==> src/hw/rtl/mrwt_pkg.sv <==
// Package for the Miller-Rabin witness test core.
// Holds the verdict codes, fixed field widths and the multiplier status struct.
// No dependencies.
package mrwt_pkg;

    localparam int FIELD_W = 32;

    typedef enum logic [1:0] {
        VERDICT_COMPOSITE = 2'd0,
        VERDICT_PRIME     = 2'd1,
        VERDICT_INVALID   = 2'd2
    } t_verdict;

    typedef struct packed {
        logic busy;
        logic done;
    } t_mm_status;

endpackage

==> src/hw/rtl/mrwt_modmul.sv <==
// Bit-serial interleaved modular multiplier, one multiplier bit per cycle.
// Depends on mrwt_pkg for the status struct.
module mrwt_modmul #(
    parameter int WIDTH = 32
) (
    input  logic                    i_clk,
    input  logic                    i_rst_n,
    input  logic                    i_start,
    input  logic [WIDTH-1:0]        i_x,
    input  logic [WIDTH-1:0]        i_y,
    input  logic [WIDTH-1:0]        i_m,
    output mrwt_pkg::t_mm_status    o_status,
    output logic [WIDTH-1:0]        o_result
);
    import mrwt_pkg::*;

    localparam int CW = $clog2(WIDTH);

    logic             r_busy;
    logic             r_done;
    logic [CW-1:0]    r_cnt;
    logic [WIDTH-1:0] r_acc;
    logic [WIDTH-1:0] r_x;
    logic [WIDTH-1:0] r_y;
    logic [WIDTH-1:0] r_m;

    logic [WIDTH:0]   w_dbl;
    logic [WIDTH-1:0] w_acc1;
    logic [WIDTH:0]   w_sum;
    logic [WIDTH-1:0] w_acc2;
    logic [WIDTH-1:0] w_next;

    always_comb begin
        w_dbl  = {r_acc, 1'b0};
        w_acc1 = (w_dbl >= {1'b0, r_m}) ? WIDTH'(w_dbl - {1'b0, r_m}) : w_dbl[WIDTH-1:0];
        w_sum  = {1'b0, w_acc1} + {1'b0, r_x};
        w_acc2 = (w_sum >= {1'b0, r_m}) ? WIDTH'(w_sum - {1'b0, r_m}) : w_sum[WIDTH-1:0];
        w_next = r_y[WIDTH-1] ? w_acc2 : w_acc1;
    end

    always_ff @(posedge i_clk) begin
        if (!i_rst_n) begin
            r_busy <= 1'b0;
            r_done <= 1'b0;
            r_cnt  <= '0;
        end else begin
            r_done <= 1'b0;
            if (i_start) begin
                r_busy <= 1'b1;
                r_cnt  <= CW'(WIDTH - 1);
            end else if (r_busy) begin
                r_cnt <= r_cnt - 1'b1;
                if (r_cnt == '0) begin
                    r_busy <= 1'b0;
                    r_done <= 1'b1;
                end
            end
        end
        if (i_start) begin
            r_acc <= '0;
            r_x   <= i_x;
            r_y   <= i_y;
            r_m   <= i_m;
        end else if (r_busy) begin
            r_acc <= w_next;
            r_y   <= {r_y[WIDTH-2:0], 1'b0};
        end
    end

    assign o_status.busy = r_busy;
    assign o_status.done = r_done;
    assign o_result      = r_acc;

endmodule

==> src/hw/rtl/miller_rabin_witness_test_core.sv <==
// Top level of the Miller-Rabin witness test core: one round per transaction.
// Depends on mrwt_pkg and mrwt_modmul.
//
// Channel   Dir  Contents
// s_axis    in   tdata[31:0] candidate, tdata[63:32] witness
// m_axis    out  tdata[1:0] verdict, tdata[7:2] zero
//
// A round with an odd candidate has its length set by the bit-serial modular multiplier,
// which does one bit per cycle.
// Candidates below three and even ones go from ST_IDLE through ST_FIN to the output register.
// Reset is synchronous and active low and clears all control state.
// The input is not ready while a round is in progress; a finished verdict waits
// in the output register while the next transaction is accepted.
module miller_rabin_witness_test_core #(
    parameter int WIDTH = 32
) (
    input  logic        i_clk,
    input  logic        i_rst_n,
    input  logic        s_axis_tvalid,
    output logic        s_axis_tready,
    input  logic [63:0] s_axis_tdata,   // [31:0] candidate, [63:32] witness
    output logic        m_axis_tvalid,
    input  logic        m_axis_tready,
    output logic [7:0]  m_axis_tdata    // [1:0] verdict, [7:2] zero
);
    import mrwt_pkg::*;

    localparam int CW = $clog2(WIDTH);

    typedef enum logic [2:0] {
        ST_IDLE, ST_REDUCE, ST_SHIFT, ST_PSQ, ST_PMUL, ST_CHECK, ST_SQLOOP, ST_FIN
    } t_state;

    t_state           r_state, n_state;
    logic [WIDTH-1:0] r_n, n_n;
    logic [WIDTH-1:0] r_base, n_base;
    logic [WIDTH-1:0] r_acc, n_acc;
    logic [WIDTH-1:0] r_e, n_e;
    logic [CW-1:0]    r_cnt, n_cnt;
    logic [CW-1:0]    r_s, n_s;
    logic             r_wait, n_wait;
    t_verdict         r_verdict, n_verdict;
    logic             r_out_valid, n_out_valid;
    t_verdict         r_out_verdict, n_out_verdict;

    logic [63:0]      w_cand64;
    logic [63:0]      w_wit64;
    logic [WIDTH-1:0] w_cand;
    logic [WIDTH-1:0] w_wit;
    logic [WIDTH-1:0] w_last;

    logic             mm_start;
    logic [WIDTH-1:0] mm_x;
    logic [WIDTH-1:0] mm_y;
    t_mm_status       mm_status;
    logic [WIDTH-1:0] mm_result;

    assign w_cand64 = {32'b0, s_axis_tdata[FIELD_W-1:0]};
    assign w_wit64  = {32'b0, s_axis_tdata[2*FIELD_W-1:FIELD_W]};
    assign w_cand   = w_cand64[WIDTH-1:0];
    assign w_wit    = w_wit64[WIDTH-1:0];
    assign w_last   = r_n - 1'b1;

    mrwt_modmul #(
        .WIDTH(WIDTH)
    ) u_modmul (
        .i_clk    (i_clk),
        .i_rst_n  (i_rst_n),
        .i_start  (mm_start),
        .i_x      (mm_x),
        .i_y      (mm_y),
        .i_m      (r_n),
        .o_status (mm_status),
        .o_result (mm_result)
    );

    always_comb begin
        n_state       = r_state;
        n_n           = r_n;
        n_base        = r_base;
        n_acc         = r_acc;
        n_e           = r_e;
        n_cnt         = r_cnt;
        n_s           = r_s;
        n_wait        = r_wait;
        n_verdict     = r_verdict;
        n_out_valid   = r_out_valid;
        n_out_verdict = r_out_verdict;
        mm_start      = 1'b0;
        mm_x          = r_acc;
        mm_y          = r_acc;

        if (r_out_valid && m_axis_tready) begin
            n_out_valid = 1'b0;
        end

        case (r_state)
            ST_IDLE: begin
                if (s_axis_tvalid) begin
                    n_n    = w_cand;
                    n_base = w_wit;
                    n_e    = w_cand - 1'b1;
                    n_s    = '0;
                    n_wait = 1'b0;
                    if (w_cand < WIDTH'(2)) begin
                        n_verdict = VERDICT_INVALID;
                        n_state   = ST_FIN;
                    end else if (w_cand == WIDTH'(2)) begin
                        n_verdict = VERDICT_PRIME;
                        n_state   = ST_FIN;
                    end else if (!w_cand[0]) begin
                        n_verdict = VERDICT_COMPOSITE;
                        n_state   = ST_FIN;
                    end else begin
                        n_state = ST_REDUCE;
                    end
                end
            end
            ST_REDUCE: begin
                mm_x = WIDTH'(1);
                mm_y = r_base;
                if (!r_wait) begin
                    mm_start = 1'b1;
                    n_wait   = 1'b1;
                end else if (mm_status.done) begin
                    n_base  = mm_result;
                    n_wait  = 1'b0;
                    n_state = ST_SHIFT;
                end
            end
            ST_SHIFT: begin
                if (!r_e[0]) begin
                    n_e = {1'b0, r_e[WIDTH-1:1]};
                    n_s = r_s + 1'b1;
                end else begin
                    n_acc   = WIDTH'(1);
                    n_cnt   = CW'(WIDTH - 1);
                    n_state = ST_PSQ;
                end
            end
            ST_PSQ, ST_PMUL: begin
                if (r_state == ST_PMUL) begin
                    mm_x = r_base;
                end
                if (!r_wait) begin
                    mm_start = 1'b1;
                    n_wait   = 1'b1;
                end else if (mm_status.done) begin
                    n_acc  = mm_result;
                    n_wait = 1'b0;
                    if (r_state == ST_PSQ && r_e[WIDTH-1]) begin
                        n_state = ST_PMUL;
                    end else begin
                        n_e = {r_e[WIDTH-2:0], 1'b0};
                        if (r_cnt == '0) begin
                            n_state = ST_CHECK;
                        end else begin
                            n_cnt   = r_cnt - 1'b1;
                            n_state = ST_PSQ;
                        end
                    end
                end
            end
            ST_CHECK: begin
                if (r_acc == WIDTH'(1)) begin
                    n_verdict = VERDICT_PRIME;
                    n_state   = ST_FIN;
                end else begin
                    n_state = ST_SQLOOP;
                end
            end
            ST_SQLOOP: begin
                if (!r_wait) begin
                    if (r_s == '0) begin
                        n_verdict = VERDICT_COMPOSITE;
                        n_state   = ST_FIN;
                    end else if (r_acc == w_last) begin
                        n_verdict = VERDICT_PRIME;
                        n_state   = ST_FIN;
                    end else begin
                        mm_start = 1'b1;
                        n_wait   = 1'b1;
                    end
                end else if (mm_status.done) begin
                    n_acc  = mm_result;
                    n_s    = r_s - 1'b1;
                    n_wait = 1'b0;
                end
            end
            ST_FIN: begin
                if (!r_out_valid || m_axis_tready) begin
                    n_out_valid   = 1'b1;
                    n_out_verdict = r_verdict;
                    n_state       = ST_IDLE;
                end
            end
            default: begin
                n_state = ST_IDLE;
            end
        endcase
    end

    always_ff @(posedge i_clk) begin
        if (!i_rst_n) begin
            r_state     <= ST_IDLE;
            r_wait      <= 1'b0;
            r_out_valid <= 1'b0;
        end else begin
            r_state     <= n_state;
            r_wait      <= n_wait;
            r_out_valid <= n_out_valid;
        end
        r_n           <= n_n;
        r_base        <= n_base;
        r_acc         <= n_acc;
        r_e           <= n_e;
        r_cnt         <= n_cnt;
        r_s           <= n_s;
        r_verdict     <= n_verdict;
        r_out_verdict <= n_out_verdict;
    end

    assign s_axis_tready = (r_state == ST_IDLE);
    assign m_axis_tvalid = r_out_valid;
    assign m_axis_tdata  = {6'b0, r_out_verdict};

    a_busy_after_accept: assert property (@(posedge i_clk) disable iff (!i_rst_n)
        (s_axis_tvalid && s_axis_tready) |=> !s_axis_tready)
        else $error("input ready right after an accepted transaction");

    a_mm_reduced: assert property (@(posedge i_clk) disable iff (!i_rst_n)
        mm_status.done |-> (mm_result < r_n))
        else $error("modular product not below the modulus");

    a_mm_no_restart: assert property (@(posedge i_clk) disable iff (!i_rst_n)
        mm_status.busy |-> !mm_start)
        else $error("multiplier started while busy");

    a_invalid_small: assert property (@(posedge i_clk) disable iff (!i_rst_n)
        (r_state == ST_FIN && r_verdict == VERDICT_INVALID) |-> (r_n < WIDTH'(2)))
        else $error("invalid verdict for a candidate of two or more");

    a_verdict_code: assert property (@(posedge i_clk) disable iff (!i_rst_n)
        m_axis_tvalid |-> (m_axis_tdata[1:0] != 2'd3))
        else $error("undefined verdict code on the output");

endmodule

==> config.mk <==
export PLATFORM = sky130hd
export DESIGN_NAME = miller_rabin_witness_test_core
export DESIGN_NICKNAME = d
export VERILOG_FILES = /design/src/hw/rtl/mrwt_pkg.sv /design/src/hw/rtl/mrwt_modmul.sv /design/src/hw/rtl/miller_rabin_witness_test_core.sv
export SDC_FILE = /design/constraint.sdc
export NUM_CORES = 1
export LEC_CHECK = 0
export ABC_AREA = 1
export BUFFER_PORTS_ARGS = -buffer_cell sky130_fd_sc_hd__buf_2
export CAP_MARGIN = 25
export CORE_MARGIN = 10
export CORE_UTILIZATION = 49
export DETAILED_ROUTE_END_ITERATION = 12
export GPL_TIMING_DRIVEN = 0
export HOLD_SLACK_MARGIN = 0.08
export PLACE_DENSITY = 0.65
export SLEW_MARGIN = 20
export SYNTH_ARGS = -nofsm -noshare
export SYNTH_HDL_FRONTEND = slang
export SYNTH_HIERARCHICAL = 1
export SYNTH_SLANG_ARGS = --single-unit
==> constraint.sdc <==
create_clock -name i_clk -period 6.15 [get_ports i_clk]
set_input_delay 0.615 -clock i_clk [delete_from_list [all_inputs] [get_ports i_clk]]
set_output_delay 0.615 -clock i_clk [all_outputs]
set_load 0.05 [all_outputs]
==> run metrics <==
worst skew pair latency 0.58 ns; yosys warns 6; Max-Cap Viols 0; area grow syn2layout 14.8%; slew margin rel. 37.3%; Tot GR Track Use 30.2%; met2 Resource Use GR 50.7%; met1 Track Usage GR 36.1%; nets 3,345; initial antenna violation count 1; grt total ovfl 0; DRT Pass-1 Iters 6; clk_skew 0.0132 ns; fin crit share 97.1%; Routability Congestion 1.04; number of max-slew violations in the final report 0; TritonCTS Sinks 282; DR vias/cell 5.63; Mapped Cells 3,037; worst path buffer plus inverter count 5; Top delay family on crit path simple AND/OR/NAND/NOR gates; first-pass GRT wire length 121,000 µm; H-tree levels 1; Starting Density 49.7%; largest net degree at the start of global routing 39; Avg WL per Cell 21.9 µm; crit-path max cell delay 0.48 ns; ANT cells 0; CP endpoint kind flop; Die ar. 52,600 µm²; via count 21,248; final hold vios 0; number of remaining DRC errors 0; share of cells above drive strength 1 13.2%; 1st-iter DRT viols 2,445; Mapped Avg Cell Area 7.08 µm²; Worst Setup Slack, final 0.178 ns; cell repeated most along the worst path nand2_1; pre-CTS WS -0.643 ns; Placeable Area 43,300 µm²; WS Path Type reg2reg; Fillers 4,132; hpwl dp 67,800 µm; Post-Syn Area 21,500 µm²; clock slew at reported path FFs 0.07 ns; DIE WIDTH 229 µm; Max Freq 167 MHz; worst-margin pin slew 0.937 ns; hold slack 0.268 ns; Critical Path AT 6.43 ns; buffers added on ports 71; Num CTS Buffers 29; slowest CP cell fa_1; WL final 82,500 µm; Hold Path Class in2reg; met3 usage 4.04%; root buf cell clkbuf_16; vias in the first global route 20,244; startpoint types flop; status finished, final reports clean; CP Max Fanout 10; Final ANT Viol Nets 0; Clock Path Buffers 3; Required @ worst endpoint 6.61 ns; Final min period 5.97 ns; CTS tree built; IO Count 78; Final setup viols 0; Top Usage Layer GRT met2; Die Y 229 µm; cell row count 76
[registers in the layout, summed over array words and instances (netlist names)]
signal	cells
r_n	32
r_state	3
r_base	32
r_acc	32
u_modmul/r_m	32
r_out_verdict	2
r_wait	1
u_modmul/r_done	1
u_modmul/r_busy	1
r_cnt	5
u_modmul/r_cnt	5
r_e	32
u_modmul/r_x	32
u_modmul/r_y	32
r_verdict	2
m_axis_tvalid	1
r_s	5
u_modmul/o_result	32
[metrics by stage]
| step | setup TNS [ns] | utilization, % | instance area (µm²) | std cells |
|---|---|---|---|---|
| after floorplan | 0 | - | 21500 | 3042 |
| after global routing | -0.694 | 57.0 | 24700 | 3771 |
| after CTS | 0 | 55.2 | 23900 | 3756 |
| final | 0 | 57.0 | 24700 | 3771 |
| after global placement | -34.62 | 52.2 | 22600 | 3698 |
| after detailed placement | -18.40 | 52.5 | 22700 | 3704 |
[cells in the final DEF (no fill, tap or decap), types with 12 or more instances in the layout]
cell	instances
a21oi_1	115
buf_2	79
buf_4	35
clkbuf_1	44
clkbuf_16	29
dfxtp_1	13
dfxtp_2	28
edfxtp_1	238
ha_1	54
ha_2	21
ha_4	30
inv_1	364
inv_2	26
nand2_1	1021
nand2_2	28
nand3_1	222
nand3b_1	25
nand4_1	21
nor2_1	262
nor2_2	31
nor2_4	15
nor3_1	23
o21a_1	12
o21ai_0	129
o21ai_1	15
o21bai_1	14
o221ai_1	29
xnor2_1	23
xor2_1	65
[repair_timing]
| item | in CTS | in global routing |
|---|---|---|
| buffers inserted | 3 | 15 |
| cloned | 0 | 0 |
| hold buffers | 0 | 0 |
| endpoints found under the setup margin | 32 | 32 |
| pin swaps | 2 | 13 |
| resized for setup | 56 | 164 |
[final timing paths]
path	start	endpoint	slack, ns	cells after the start
setup / recovery	u_modmul/r_m[0]	u_modmul/o_result[5]	0.18	34
hold / removal	s_axis_tdata[4]	r_n[4]	0.27	1
setup reg to reg	u_modmul/r_m[0]	u_modmul/o_result[5]	0.18	34
hold reg to reg	r_verdict[1]	r_out_verdict[1]	0.42	0
[layout make-up]
| cell class | instances | area, µm² | share of cell area [%] |
|---|---|---|---|
| Multi-Input combinational cell | 2291 | 12500 | 50.6 |
| Sequential cell | 282 | 8070 | 32.7 |
| Inverter | 395 | 1490 | 6.03 |
| Tap cell | 585 | 732 | 2.97 |
| Clock buffer | 30 | 729 | 2.96 |
| Timing Repair Buffer | 95 | 581 | 2.35 |
| Buffer | 74 | 389 | 1.58 |
| Clock inverter | 19 | 204 | 0.827 |
[routing by layer]
metal  vias up  part of all wire (%)
met3       239                   8.1
met2      1061                    47
met4         2                   7.1
met5         -                 0.016
met1      9798                    38
li1      10148                     -
Power is left out: the tool's default activity adds up to more than one toggle a clock period on the data nets, which glitch-free logic cannot reach.
